--- src/rtl/lfm_pkg.sv ---
`timescale 1ns / 1ps
// ----------------------------------------------------------------------------
// lfm_pkg: shared types and constants
// Beat formats, sizing of the kept-value store, and the controller/datapath
// command and status groups.
// ----------------------------------------------------------------------------
package lfm_pkg;

	localparam int MAX_KEEP   = 256;
	localparam int ADDR_W     = $clog2(MAX_KEEP);
	localparam int CNT_W      = $clog2(MAX_KEEP + 1);
	localparam int KEEP_W     = 9;
	localparam int TEMP_W     = 16;
	localparam int CMP_W      = (KEEP_W > CNT_W) ? KEEP_W : CNT_W;
	localparam logic [KEEP_W-1:0] KEEP_RESET = KEEP_W'(230);

	typedef struct packed {
		logic signed [TEMP_W-1:0] pixel_temp;
		logic                     last_pixel;
	} pix_in_t;

	typedef struct packed {
		logic signed [TEMP_W-1:0] ambient_temp;
		logic                     frame_too_short;
	} amb_out_t;

	// Read address selection for memory port A.
	typedef enum logic [1:0] {
		RA_TOP  = 2'd0,
		RA_PREV = 2'd1,
		RA_MED  = 2'd2
	} ra_sel_t;

	typedef struct packed {
		logic    load;
		ra_sel_t rd_sel;
		logic    wr_v;
		logic    wr_shift;
		logic    out_load;
	} lfm_cmd_t;

	typedef struct packed {
		logic room;
		logic lt;
		logic pos_zero;
		logic last;
		logic out_busy;
	} lfm_status_t;

endpackage

--- src/rtl/lfm_ctrl.sv ---
`timescale 1ns / 1ps
// ----------------------------------------------------------------------------
// lfm_ctrl: sequencing controller
// Steps each pixel through the full-list check, the insertion shift loop and,
// on the last pixel of a frame, the median read and result hand-off.
// ----------------------------------------------------------------------------
module lfm_ctrl (
	input  logic                clk,
	input  logic                arst_n,
	input  logic                in_valid,
	output logic                in_stall,
	input  lfm_pkg::lfm_status_t status,
	output lfm_pkg::lfm_cmd_t    cmd
);
	import lfm_pkg::*;

	typedef enum logic [5:0] {
		ST_IDLE      = 6'b000001,
		ST_FULL      = 6'b000010,
		ST_SHIFT_RD  = 6'b000100,
		ST_SHIFT_CMP = 6'b001000,
		ST_CHECK     = 6'b010000,
		ST_MED       = 6'b100000
	} state_t;

	state_t state_q, state_d;

	always_ff @(posedge clk or negedge arst_n) begin
		if (!arst_n) begin
			state_q <= ST_IDLE;
		end else begin
			state_q <= state_d;
		end
	end

	always_comb begin
		state_d      = state_q;
		cmd          = '0;
		cmd.rd_sel   = RA_PREV;
		in_stall     = 1'b1;
		case (state_q)
			ST_IDLE: begin
				in_stall = 1'b0;
				if (in_valid) begin
					cmd.load   = 1'b1;
					cmd.rd_sel = RA_TOP;
					state_d    = status.room ? ST_SHIFT_RD : ST_FULL;
				end
			end
			ST_FULL: begin
				// A full list only takes a value strictly below its largest entry.
				state_d = status.lt ? ST_SHIFT_RD : ST_CHECK;
			end
			ST_SHIFT_RD: begin
				if (status.pos_zero) begin
					cmd.wr_v = 1'b1;
					state_d  = ST_CHECK;
				end else begin
					cmd.rd_sel = RA_PREV;
					state_d    = ST_SHIFT_CMP;
				end
			end
			ST_SHIFT_CMP: begin
				if (status.lt) begin
					cmd.wr_shift = 1'b1;
					state_d      = ST_SHIFT_RD;
				end else begin
					cmd.wr_v = 1'b1;
					state_d  = ST_CHECK;
				end
			end
			ST_CHECK: begin
				if (status.last) begin
					cmd.rd_sel = RA_MED;
					state_d    = ST_MED;
				end else begin
					state_d = ST_IDLE;
				end
			end
			ST_MED: begin
				// Keep the middle entries on the read ports while the result waits.
				cmd.rd_sel = RA_MED;
				if (!status.out_busy) begin
					cmd.out_load = 1'b1;
					state_d      = ST_IDLE;
				end
			end
			default: begin
				state_d = ST_IDLE;
			end
		endcase
	end

endmodule

--- config.mk ---
export PLATFORM = sky130hd
export DESIGN_NAME = lfm_ctrl
export DESIGN_NICKNAME = d
export VERILOG_FILES = /design/src/rtl/lfm_pkg.sv /design/src/rtl/lfm_ctrl.sv
export SDC_FILE = /design/constraint.sdc
export NUM_CORES = 1
export LEC_CHECK = 0
export ABC_AREA = 1
export BUFFER_PORTS_ARGS = -buffer_cell sky130_fd_sc_hd__clkbuf_2
export CAP_MARGIN = 10
export CORE_AREA = 4 4 44 46
export DETAILED_ROUTE_END_ITERATION = 7
export DIE_AREA = 0 0 48 50
export PLACE_DENSITY_LB_ADDON = 0.2
export SETUP_SLACK_MARGIN = 0.5
export SYNTH_ARGS = -nofsm -noshare
export SYNTH_HDL_FRONTEND = slang
export SYNTH_SLANG_ARGS = --single-unit
export TNS_END_PERCENT = 5
--- constraint.sdc ---
create_clock -name clk -period 1.4 [get_ports clk]
set_input_delay 0.28 -clock clk [delete_from_list [all_inputs] [get_ports clk]]
set_output_delay 0.28 -clock clk [all_outputs]
set_load 0.01 [all_outputs]
== Word-level counts from Yosys, hierarchy flattened ==
Index checks and enable logic that the tools add are counted.
W data, S select, Z words.

* Flip-flop bits (word level): 6
* Latch bits: 0
* Bits in writable memories: 0
* ROM bits: 0
* Output and inout port bits: 7
* Word-level logic and storage cells: 30
* Memories kept: 0

* $add $sub $neg: 0
* $mul: 0
* Divide/modulo/power cells: 0
* $lt $le $gt $ge: 0
* Eq/ne operators: 8
* Shift operators: 0
* Multiplexer cells: 19
* Bitwise operators: 0
* Reductions and logical operators: 2

{| class="wikitable"
|+ Operators with widths
! cell !! number
|-
| $pmux W6 S5 || 1
|-
| $mux W6 || 3
|-
| $mux W5 || 2
|-
| $mux W1 || 8
|-
| $eq A6 B1 Y1 const B || 1
|-
| $eq A6 B2 Y1 const B || 1
|-
| $eq A6 B3 Y1 const B || 1
|-
| $eq A6 B4 Y1 const B || 1
|-
| $eq A6 B5 Y1 const B || 1
|-
| $eq A6 B6 Y1 const B || 1
|-
| $mux W3 || 2
|-
| $pmux W2 S3 || 1
|-
| $ne A2 B2 Y1 const B || 2
|-
| $mux W2 || 1
|-
| $pmux W1 S2 || 1
|-
| $reduce_and A2 Y1 || 1
|-
| $reduce_or A2 Y1 || 1
|}

== Logic depth before layout (Yosys ltp) ==
Gate-level depths: netlist of the first run.

* Depth after elaboration: 3
* Gate-level depth with buffers: 9
* Depth with buffers taken out: 9

== Least setup slack after synthesis of the first run ==
No wires, ideal clock.

* Path kind: reg-to-output
* Start: register state_q[0]
* End: output cmd[3] (netlist bit)
* Arrival: 1,039 ps
* Slack: 81 ps
* Cell stages (with the launch flop): 7
* Buffers on the path: 0
* Cell sequence: dfstp_2 > inv_2 > nor2_4 > nand3_4 > inv_2 > nand2_2 > nand3b_1

{| class="wikitable"
|+ RTL lines
! what !! line !! text
|-
| start, declared || lfm_ctrl.sv:26 || <nowiki>state_t state_q, state_d;</nowiki>
|-
| start signal, assigned || lfm_ctrl.sv:32 || <nowiki>state_q <= state_d;</nowiki>
|-
| end, declared || lfm_ctrl.sv:13 || <nowiki>output lfm_pkg::lfm_cmd_t cmd</nowiki>
|}

==> results of run 1 <==
==> placed cells by master (no fill, tap or decap) <==
cell type and n:
nor2_2 2, inv_2 3, dlygate4sd3_1 1, nand2_1 7, nand4_1 3, clkbuf_2 13
a21oi_2 1, nand3_1 4, nor2_4 4, nor3_1 1, dfrtp_1 5, nand3b_1 1
nor2_1 7, dfstp_2 1, o21ai_2 2, nand3_2 2, buf_4 4, nand2_2 4
nand2_4 1, buf_2 1, clkbuf_1 1, clkbuf_4 3, o21bai_2 1, inv_1 6
nand3_4 1
==> repair_timing <==
action                                  in CTS  in global routing
hold buffers                                 1                  0
gates resized for setup                      3                  3
buffers inserted                             2                  0
hold endpoints to repair                     5                  0
pin swaps                                    6                  2
endpoints found under the setup margin      13                 13
==> cell type report <==
type / instances / area share
timing repair buffer: 19 / 0.179
inverter: 9 / 0.0550
tap: 16 / 0.0326
multi-input combinational: 41 / 0.444
clock buffer: 4 / 0.0428
sequential: 6 / 0.246
==> report_power, final <==
group	total [mW]	internal, mW	switching [mW]
Sequential	0.290	0.234	0.0561
Clock	0.181	0.109	0.0727
Combinational	0.751	0.321	0.430
Total	1.22	0.663	0.559
==> cell families (layout without fill, tap and decap cells) <==
kind of cell,count (synthesis),after routing
buf+inv,9,32
flops,6,6
simple gates,37,37
compound gates,4,4
==> worst max-delay path by stage <==
stage / start / to / slack, ps / cells after the start
after CTS: state_q[0]$_DFFE_PN1P_ / cmd[3] / -260 / 7
after floorplan: state_q[0]$_DFFE_PN1P_ / cmd[3] / 80 / 6
after global placement: state_q[0]$_DFFE_PN1P_ / cmd[3] / 20 / 7
final: state_q[0]$_DFFE_PN1P_ / cmd[3] / -240 / 7
after detailed placement: state_q[0]$_DFFE_PN1P_ / cmd[3] / 2 / 7
after global routing: state_q[0]$_DFFE_PN1P_ / cmd[3] / -340 / 7
==> per-stage QoR <==
step | hold WS (ps) | std cells | cell area [µm²] | TNS (ps)
after floorplan | -15.6 | 56 | 444 | 0
after global placement | 119 | 88 | 549 | 0
after detailed placement | 120 | 88 | 549 | 0
after CTS | 188 | 95 | 609 | -1270
after global routing | 189 | 95 | 614 | -1860
final | 195 | 95 | 614 | -1210
==> routing by layer <==
layer | up-vias | global-route usage | part of all wire
met5 | - | 0 | 0
met4 | 0 | 0.0269 | 0
met3 | 0 | 0.0582 | 0.10
met2 | 13 | 0.150 | 0.47
met1 | 199 | 0.132 | 0.43
li1 | 225 | - | -
==> results.rst, run 1 <==
.. list-table::
   :header-rows: 1

   * - Metric
     - Value
   * - TritonCTS clock tree
     - yes
   * - Placed wire-length estimate after detailed placement
     - 841 µm
   * - Multiplexer area fraction after synthesis
     - 0
   * - H-Tree Level Count
     - 1
   * - Root buf cell
     - clkbuf_4
   * - Final routed wire length divided by cell count
     - 10.7 µm
   * - Antenna Diode Count
     - 0
   * - Shortest clock period the worst path allows after layout
     - 1640 ps
   * - Register ranked first by flip-flop count
     - state_q
   * - Adder-cell area share of the yosys netlist
     - 0
   * - IO Port Bufs
     - 14
   * - Starting utilization of the core area
     - 0.295
   * - Headroom to the max-slew limit
     - 0.854
   * - Nature of the critical path endpoint
     - primary output
   * - Worst Min Path Start
     - status[2]
   * - Routability congestion estimate from global placement
     - 0.739
   * - Clock latency on the worst-skew pair
     - 250 ps
   * - Dominant cell type by area after synthesis
     - dfrtp_1
   * - Reg2reg end
     - state_q[0]$_DFFE_PN1P_
   * - Leading cell types by total area after synthesis
     - dfrtp_1 (28%), nor2_4 (10%), nand2_1 (7.6%)
   * - TritonRoute pass-1 iters
     - 4
   * - Pin count of the biggest net entering global routing
     - 8
   * - Multi-input gate area in the final layout
     - 273 µm²
   * - Via count
     - 437
   * - Prevailing post-synth register cell
     - dfrtp_1
   * - Worst-path clk slew
     - 50 ps
   * - Xor and xnor fraction of the mapped netlist area
     - 0
   * - Total power draw
     - 1.22 mW
   * - Worst path buffer plus inverter count
     - 3
   * - Floorplan die width
     - 48 µm
   * - # rows
     - 14
   * - Unrepaired setup endpoints after global routing
     - true
   * - Number of antenna violations at the first check in global routing
     - 0
   * - Fmax
     - 0.609 GHz
   * - Total area of sequential cells
     - 151 µm²
   * - Startpoint types
     - register
   * - Number of instances in the synthesized netlist
     - 56
   * - Compound-Gate Fraction of Synth Area
     - 0.0761
   * - Fraction of final layout cells sized beyond drive strength 1
     - 0.544
   * - Number of nets in the final layout
     - 88
   * - Critical Path, Cell by Cell
     - inv_2 > nor2_4 > nand3_4 > inv_2 > nand2_2 > nand3b_1 > buf_2
   * - Family with the most delay on the worst path
     - flip-flops
   * - Static leakage
     - 0.329 nW
   * - Launching point of the worst reg2reg path
     - state_q[0]$_DFFE_PN1P_
   * - Max reg flops
     - 6
   * - Violated checks
     - setup timing
   * - Final setup margin
     - -243 ps
   * - Fill count
     - 167
   * - Top-count cell post-synth
     - nand2_1
   * - Combinational family with the most area after synthesis
     - simple AND/OR/NAND/NOR gates
   * - # Max-Cap Violations
     - 0
   * - Status
     - finished with violations
   * - Post-Syn Area
     - 444 µm²
   * - Hold path depth
     - 2
   * - Placement-stage worst setup slack
     - 1.59 ps
   * - Fraction of post-synthesis cell area in the top cell type by area
     - 0.282
   * - CTS buffer count
     - 3
   * - Leading post-synthesis cells by instance count
     - nand2_1 (9), nor2_1 (7), inv_1 (6), dfrtp_1 (5)
   * - Measured slew at the worst slew-check pin
     - 218 ps
   * - Critical Setup Path Class
     - reg2out
   * - Crit-path slowest cell
     - dfstp_2
   * - Final hold violation count
     - 0
   * - GR Util All Layers
     - 0.104
   * - Crit path arrival time
     - 1360 ps
   * - Yosys warning total
     - 0
   * - Async set or reset register ratio after synthesis
     - 1.00
   * - Core ar.
     - 1510 µm²
   * - IO Pins
     - 15
   * - Vias in the first global route
     - 400
   * - CP most frequent cell
     - inv_2
   * - Avg Synthesized Cell Area
     - 7.93 µm²
   * - Maximum clock skew at final layout
     - 2.01 ps
   * - Share of synthesized area occupied by flip-flops and latches
     - 0.341
   * - Critical path peak fanout
     - 5
   * - Basic-gate share of the synthesized area counting and, or, nand and nor cells
     - 0.507
   * - Die area
     - 2400 µm²
   * - Growth of design area from synthesis to finish
     - 38.3%
   * - Depth of the most critical reg-to-reg path
     - 10
   * - Largest stage delay on the critical path
     - 560 ps
   * - Syn Nets
     - 64
   * - Setup slack on the worst flop-to-flop path
     - 80 ps
   * - Largest voltage drop on the vdd net
     - 0.770 mV
   * - Die Ht
     - 50 µm
   * - Register bit count reported by yosys
     - 6
   * - Global-route wire length before repair
     - 1780 µm
   * - Share of the clock period used by the worst path after layout
     - 1.17
   * - Iter 0 DRT Violations
     - 10
   * - Sinks on the clock net
     - 6
   * - Remaining antenna violation count
     - 0
   * - P per Cell Area
     - 1990 nW/µm²
   * - Final Core Density
     - 0.408
   * - Post-synth EDFFs
     - 0
   * - Routed wire length
     - 1020 µm
   * - Leading registers by flop count
     - state_q: 6 flops
   * - Post-synthesis cell type count
     - 19
   * - Crit path required time
     - 1120 ps
   * - Count of final max-slew check failures
     - 0
   * - Clk buf depth
     - 2
   * - DRC violations left
     - 0
   * - Routed via count divided by cell count
     - 4.60
   * - Min-delay worst type
     - in2reg
   * - Global-route congestion overflow total
     - 0
   * - Endpoint of the worst hold-timing path
     - state_q[3]$_DFFE_PN0P_
   * - Final setup violating endpoints
     - 7
Power figures use the tool's default switching activity.
==> run 2: changes to the inputs <==
PLACE_DENSITY = 0.6   (was unset)
PLACE_DENSITY_LB_ADDON = unset   (was 0.2)
==> results.rst, run 2 (synthesis results as in run 1) <==
.. list-table::
   :header-rows: 1

   * - Metric
     - Value
   * - Global-route congestion overflow total
     - 0 (unchanged)
   * - Area of all placed cells without fillers
     - 614 µm² (unchanged)
   * - Maximum clock skew at final layout
     - 7.89 ps (was 2.01 ps)
   * - Starting utilization of the core area
     - 0.295 (unchanged)
   * - Total power draw
     - 1.25 mW (was 1.22 mW)
   * - Placement-stage worst setup slack
     - -24.9 ps (was 1.59 ps)
   * - Crit path arrival time
     - 1390 ps (was 1360 ps)
   * - Unrepaired setup endpoints after global routing
     - true (unchanged)
   * - Growth of design area from synthesis to finish
     - 38.3% (unchanged)
   * - Final Core Density
     - 0.408 (unchanged)
   * - Min-delay worst type
     - in2reg (unchanged)
   * - # Max-Cap Violations
     - 0 (unchanged)
   * - Comb pwr share
     - 0.609 (was 0.614)
   * - CP most frequent cell
     - inv_2 (unchanged)
   * - Core ar.
     - 1510 µm² (unchanged)
   * - Antenna Diode Count
     - 0 (unchanged)
   * - Startpoint types
     - register (unchanged)
   * - TritonCTS clock tree
     - yes (unchanged)
   * - Cell area after placement
     - 549 µm² (unchanged)
   * - Clock Power Share
     - 0.151 (was 0.148)
   * - Sequential cell fraction of total power
     - 0.240 (was 0.237)
   * - Pin count of the biggest net entering global routing
     - 8 (unchanged)
   * - Crit path required time
     - 1120 ps (about the same)
   * - Critical path peak fanout
     - 5 (unchanged)
   * - Commonest cells after routing, fill and taps aside
     - clkbuf_2 (12), nand2_1 (8), nor2_1 (7) (was clkbuf_2 (13), nor2_1 (7), nand2_1 (7))
   * - Family with the most delay on the worst path
     - flip-flops (unchanged)
   * - Final hold violation count
     - 0 (unchanged)
   * - IO Pins
     - 15 (unchanged)
   * - Worst path buffer plus inverter count
     - 3 (unchanged)
   * - Final setup margin
     - -270 ps (was -243 ps)
   * - Number of nets in the final layout
     - 88 (unchanged)
   * - Fmax
     - 0.599 GHz (was 0.609 GHz)
   * - Measured slew at the worst slew-check pin
     - 219 ps (was 218 ps)
   * - Most common library cell in the layout ignoring fill and taps
     - clkbuf_2 (unchanged)
   * - Share of the clock period used by the worst path after layout
     - 1.19 (was 1.17)
   * - H-Tree Level Count
     - 1 (unchanged)
   * - Root buf cell
     - clkbuf_4 (unchanged)
   * - Largest stage delay on the critical path
     - 560 ps (about the same)
   * - Final setup violating endpoints
     - 7 (unchanged)
   * - Headroom to the max-slew limit
     - 0.854 (about the same)
   * - Switching power
     - 0.566 mW (was 0.559 mW)
   * - # rows
     - 14 (unchanged)
   * - Placed wire-length estimate after detailed placement
     - 853 µm (was 841 µm)
   * - Count of final max-slew check failures
     - 0 (unchanged)
   * - Die area
     - 2400 µm² (unchanged)
   * - Placed cell count
     - 88 (unchanged)
   * - Register ranked first by flip-flop count
     - state_q (unchanged)
   * - Vias in the first global route
     - 445 (was 400)
   * - Remaining antenna violation count
     - 0 (unchanged)
   * - CTS buffer count
     - 3 (unchanged)
   * - Nature of the critical path endpoint
     - primary output (unchanged)
   * - IO Port Bufs
     - 14 (unchanged)
   * - Leading registers by flop count
     - state_q: 6 flops (unchanged)
   * - TritonRoute pass-1 iters
     - 4 (unchanged)
   * - Critical Setup Path Class
     - reg2out (unchanged)
   * - Final routed wire length divided by cell count
     - 11.5 µm (was 10.7 µm)
   * - Violated checks
     - setup timing (unchanged)
   * - Critical Path, Cell by Cell
     - inv_2 > nor2_4 > nand3_4 > inv_2 > nand2_2 > nand3b_1 > buf_2 (unchanged)
   * - Largest voltage drop on the vdd net
     - 0.911 mV (was 0.770 mV)
   * - Internal
     - 0.680 mW (was 0.663 mW)
   * - Die Ht
     - 50 µm (unchanged)
   * - Routed via count divided by cell count
     - 4.74 (was 4.60)
   * - Clock latency on the worst-skew pair
     - 250 ps (about the same)
   * - Clk buf depth
     - 2 (unchanged)
   * - Worst-path clk slew
     - 60 ps (was 50 ps)
   * - Max reg flops
     - 6 (unchanged)
   * - GR Util All Layers
     - 0.111 (was 0.104)
   * - Routed wire length
     - 1090 µm (was 1020 µm)
   * - Sinks on the clock net
     - 6 (unchanged)
   * - Fraction of final layout cells sized beyond drive strength 1
     - 0.544 (unchanged)
   * - Floorplan die width
     - 48 µm (unchanged)
   * - Post-layout instance count excluding filler cells
     - 95 (unchanged)
   * - Number of antenna violations at the first check in global routing
     - 0 (unchanged)
   * - Iter 0 DRT Violations
     - 1 (was 10)
   * - Status
     - finished with violations (unchanged)
   * - Routability congestion estimate from global placement
     - 0.758 (was 0.739)
   * - Via count
     - 450 (was 437)
   * - Static leakage
     - 0.326 nW (was 0.329 nW)
   * - P per Cell Area
     - 2030 nW/µm² (was 1990 nW/µm²)
   * - Switching part of the total
     - 0.454 (was 0.457)
   * - Global-route wire length before repair
     - 1820 µm (was 1780 µm)
   * - Setup slack on the worst flop-to-flop path
     - 70 ps (was 80 ps)
   * - DRC violations left
     - 0 (unchanged)
   * - Crit-path slowest cell
     - dfstp_2 (unchanged)
   * - Shortest clock period the worst path allows after layout
     - 1670 ps (was 1640 ps)
==> run 2: cell types whose count changed in the layout (fill, tap and decap cells not counted) <==
| cell | previous run | this run |
|---|---|---|
| buf_2 | 1 | 2 |
| clkbuf_2 | 13 | 12 |
| dfrtp_1 | 5 | 4 |
| dfrtp_2 | 0 | 1 |
| nand2_1 | 7 | 8 |
| nand2_2 | 4 | 3 |
| nand3_1 | 4 | 3 |
| nand3_2 | 2 | 3 |
| o21ai_0 | 0 | 1 |
| o21ai_2 | 2 | 1 |
==> run 2: cell type report <==
cell class	count	area, µm²
Fill cell	178	892
Multi-Input combinational cell	41	272
Sequential cell	6	153
Timing Repair Buffer	19	110
Inverter	9	33.8
Clock buffer	4	26.3
Tap cell	16	20.0
==> run 2: timing repair <==
action,4_1_cts,5_1_grt
hold buffers,1,0
buffers inserted,2,0
endpoints found under the hold margin,5,0
pin swaps,4,6
setup endpoints to repair,13,13
resized for setup,3,3
==> run 2: worst paths after layout <==
| check | start | endpoint | cells after the start |
|---|---|---|---|
| worst max-delay path | state_q[0]$_DFFE_PN1P_ | cmd[3] | 7 |
| worst min-delay path | status[2] | state_q[3]$_DFFE_PN0P_ | 2 |
| worst max register to register | state_q[0]$_DFFE_PN1P_ | state_q[0]$_DFFE_PN1P_ | 10 |
| worst min register to register | state_q[3]$_DFFE_PN0P_ | state_q[3]$_DFFE_PN0P_ | 3 |
| max in group asynchronous | arst_n | state_q[0]$_DFFE_PN1P_ | 2 |
| min in group asynchronous | arst_n | state_q[4]$_DFFE_PN0P_ | 2 |
==> run 2: power by group through the flow <==
| stage | sequential (mW) | combinational, mW | clock (mW) |
|---|---|---|---|
| after CTS | 0.300 | 0.760 | 0.196 |
| after detailed placement | 0.300 | 0.673 | 0 |
| after floorplan | 0.290 | 0.475 | 0 |
| after global routing | 0.306 | 0.834 | 0.206 |
| final | 0.299 | 0.759 | 0.188 |
| after global placement | 0.295 | 0.664 | 0 |
==> run 2: worst register-to-register path: stages, from the launching register on <==
cell,delay [ps]
dfstp_2,560
inv_2,60
nor2_4,90
nand3_4,100
inv_2,80
nand2_2,50
buf_4,140
nand2_4,60
inv_2,30
nand2_1,50
nand2_1,40
==> run 2: routing by layer <==
layer / vias to the layer above / GRT usage / routed length (µm)
met3: 2 / 0.0327 / 64
met1: 204 / 0.134 / 486
li1: 224 / - / -
met2: 20 / 0.159 / 524
met4: 0 / 0.0807 / 19
met5: - / 0 / 0
==> run 2: per-stage QoR <==
step	hold WS, ps	TNS, ps
2_1_floorplan	-15.6	0
3_3_place_gp	114	-1.53
3_5_place_dp	119	-24.9
4_1_cts	184	-1380
5_1_grt	185	-1820
6_report	188	-1250
==> run 3: changes to the inputs <==
CORE_AREA = 4 4 41 43   (was 4 4 44 46)
DIE_AREA = 0 0 45 47   (was 0 0 48 50)
PLACE_DENSITY = 0.67   (was 0.6)
==> results.rst, run 3 (synthesis results as in run 1) <==
.. list-table::
   :header-rows: 1

   * - Metric
     - Value
   * - Status
     - finished with violations (unchanged)
   * - Violated checks
     - setup timing (unchanged)
   * - Root buf cell
     - clkbuf_4 (unchanged)
   * - Crit path arrival time
     - 1370 ps (was 1390 ps)
   * - Depth of the most critical reg-to-reg path
     - 9 (was 10)
   * - Remaining antenna violation count
     - 0 (unchanged)
   * - Placed wire-length estimate after detailed placement
     - 789 µm (was 853 µm)
   * - GR Util All Layers
     - 0.122 (was 0.111)
   * - IO Pins
     - 15 (unchanged)
   * - # rows
     - 13 (was 14)
   * - Fmax
     - 0.605 GHz (was 0.599 GHz)
   * - Antenna Diode Count
     - 0 (unchanged)
   * - DRC violations left
     - 0 (unchanged)
   * - Floorplan die width
     - 45 µm (was 48 µm)
   * - Reg2reg end
     - state_q[0]$_DFFE_PN1P_ (unchanged)
   * - Cell area after placement
     - 548 µm² (was 549 µm²)
   * - Sinks on the clock net
     - 6 (unchanged)
   * - Shortest clock period the worst path allows after layout
     - 1650 ps (was 1670 ps)
   * - Pin count of the biggest net entering global routing
     - 8 (unchanged)
   * - Via count
     - 448 (was 450)
   * - Iter 0 DRT Violations
     - 3 (was 1)
   * - Nature of the critical path endpoint
     - primary output (unchanged)
   * - Global-route wire length before repair
     - 1720 µm (was 1820 µm)
   * - Static leakage
     - 0.338 nW (was 0.326 nW)
   * - Setup Total Neg Slack
     - -1280 ps (was -1250 ps)
   * - Clock latency on the worst-skew pair
     - 250 ps (about the same)
   * - Placed cell count
     - 87 (was 88)
   * - Growth of design area from synthesis to finish
     - 41.4% (was 38.3%)
   * - Final setup margin
     - -253 ps (was -270 ps)
   * - Global-route congestion overflow total
     - 0 (unchanged)
   * - Critical Setup Path Class
     - reg2out (unchanged)
   * - Routed wire length
     - 1070 µm (was 1090 µm)
   * - Critical path peak fanout
     - 5 (unchanged)
   * - Worst-path clk slew
     - 50 ps (was 60 ps)
   * - Switching power
     - 0.566 mW (about the same)
   * - Die area
     - 2120 µm² (was 2400 µm²)
   * - Final hold violation count
     - 0 (unchanged)
   * - Routability congestion estimate from global placement
     - 0.747 (was 0.758)
   * - Worst Min Path Start
     - status[2] (unchanged)
   * - Internal
     - 0.742 mW (was 0.680 mW)
   * - Launching point of the worst reg2reg path
     - state_q[0]$_DFFE_PN1P_ (unchanged)
   * - Total power draw
     - 1.31 mW (was 1.25 mW)
   * - TritonCTS clock tree
     - yes (unchanged)
   * - Final setup violating endpoints
     - 7 (unchanged)
   * - P per Cell Area
     - 2080 nW/µm² (was 2030 nW/µm²)
   * - Area of all placed cells without fillers
     - 628 µm² (was 614 µm²)
   * - Final routed wire length divided by cell count
     - 11.0 µm (was 11.5 µm)
   * - Unrepaired setup endpoints after global routing
     - true (unchanged)
   * - Min-delay worst type
     - in2reg (unchanged)
   * - Final Core Density
     - 0.483 (was 0.408)
   * - Count of final max-slew check failures
     - 0 (unchanged)
   * - Number of nets in the final layout
     - 91 (was 88)
   * - Starting utilization of the core area
     - 0.341 (was 0.295)
   * - Die Ht
     - 47 µm (was 50 µm)
   * - Comb pwr share
     - 0.635 (was 0.609)
   * - H-Tree Level Count
     - 1 (unchanged)
   * - Commonest cells after routing, fill and taps aside
     - clkbuf_2 (12), nand2_1 (9), nor2_1 (7), buf_4 (7), inv_1 (6) (was clkbuf_2 (12), nand2_1 (8), nor2_1 (7))
   * - Largest voltage drop on the vdd net
     - 0.930 mV (was 0.911 mV)
   * - Endpoint of the worst hold-timing path
     - state_q[3]$_DFFE_PN0P_ (unchanged)
   * - Switching part of the total
     - 0.433 (was 0.454)
   * - Clk buf depth
     - 2 (unchanged)
   * - TritonRoute pass-1 iters
     - 4 (unchanged)
   * - CTS buffer count
     - 3 (unchanged)
   * - Crit path required time
     - 1120 ps (about the same)
   * - Most common library cell in the layout ignoring fill and taps
     - clkbuf_2 (unchanged)
   * - Hold path depth
     - 2 (unchanged)
   * - Register ranked first by flip-flop count
     - state_q (unchanged)
   * - Fraction of final layout cells sized beyond drive strength 1
     - 0.537 (was 0.544)
   * - Sequential cell fraction of total power
     - 0.228 (was 0.240)
   * - IO Port Bufs
     - 14 (unchanged)
   * - Post-layout instance count excluding filler cells
     - 97 (was 95)
   * - Clock Power Share
     - 0.137 (was 0.151)
   * - Number of antenna violations at the first check in global routing
     - 0 (unchanged)
   * - Setup slack on the worst flop-to-flop path
     - 30 ps (was 70 ps)
   * - Share of the clock period used by the worst path after layout
     - 1.18 (was 1.19)
   * - Routed via count divided by cell count
     - 4.62 (was 4.74)
   * - Max reg flops
     - 6 (unchanged)
   * - Headroom to the max-slew limit
     - 0.853 (was 0.854)
   * - Vias in the first global route
     - 410 (was 445)
   * - Core ar.
     - 1300 µm² (was 1510 µm²)
   * - Maximum clock skew at final layout
     - 8.04 ps (was 7.89 ps)
   * - Measured slew at the worst slew-check pin
     - 219 ps (about the same)
   * - # Max-Cap Violations
     - 0 (unchanged)
   * - Startpoint types
     - register (unchanged)
   * - Leading registers by flop count
     - state_q: 6 flops (unchanged)
==> run 3: changes by cell type in the layout (fill, tap and decap cells not counted), sizes merged <==
cell  delta
buf      +3
==> run 3: what timing repair did <==
| item | in CTS | in global routing |
|---|---|---|
| endpoints found under the hold margin | 5 | 0 |
| gates resized for setup | 2 | 2 |
| gates cloned | 0 | 0 |
| hold buffers | 1 | 0 |
| pin swaps | 2 | 6 |
| buffers inserted | 3 | 2 |
| setup endpoints to repair | 13 | 13 |
==> run 3: layout make-up <==
class / count / area, µm²
timing repair buffer: 22 / 133
fill: 143 / 673
multi-input combinational: 41 / 264
clock buffer: 4 / 26.3
inverter: 9 / 33.8
sequential: 6 / 153
tap: 15 / 18.8
==> run 3: worst max-delay path, stage by stage, from the launching register on <==
cell      delay (ps)
dfstp_2          560
inv_2             60
nor2_4            90
nand3_4           90
inv_2             80
nand2_2           50
nand3b_1          70
buf_2            130
==> run 3: through the flow <==
step,worst slack [ps],hold slack (ps)
final,-253,194
after global routing,-329,177
after CTS,-264,187
after detailed placement,-6.14,118
after global placement,21.6,113
after floorplan,80.5,-15.6
==> run 3: power groups by stage <==
stage	combinational (mW)	sequential, mW	clock (mW)
3_3_place_gp	0.658	0.295	0
6_report	0.830	0.298	0.180
2_1_floorplan	0.475	0.290	0
4_1_cts	0.773	0.298	0.187
5_1_grt	0.911	0.301	0.205
3_5_place_dp	0.666	0.298	0
==> run 3: worst max-delay path by stage <==
stage | endpoint | slack (ps) | start | cells after the start
detailed placement | cmd[3] | -6 | state_q[0]$_DFFE_PN1P_ | 7
global route | cmd[3] | -330 | state_q[3]$_DFFE_PN0P_ | 5
global placement | cmd[3] | 20 | state_q[0]$_DFFE_PN1P_ | 7
CTS | cmd[3] | -260 | state_q[0]$_DFFE_PN1P_ | 7
finish | cmd[3] | -250 | state_q[0]$_DFFE_PN1P_ | 7
floorplan | cmd[3] | 80 | state_q[0]$_DFFE_PN1P_ | 6
==> run 3: metal layers <==
metal | part of all wire | track usage | wire [µm] | vias to the layer above
li1 | - | - | - | 236
met1 | 0.37 | 0.112 | 395 | 198
met2 | 0.56 | 0.218 | 597 | 12
met3 | 0.063 | 0.0728 | 67 | 2
met4 | 0.0056 | 0.0526 | 6 | 0
met5 | 0 | 0 | 0 | -
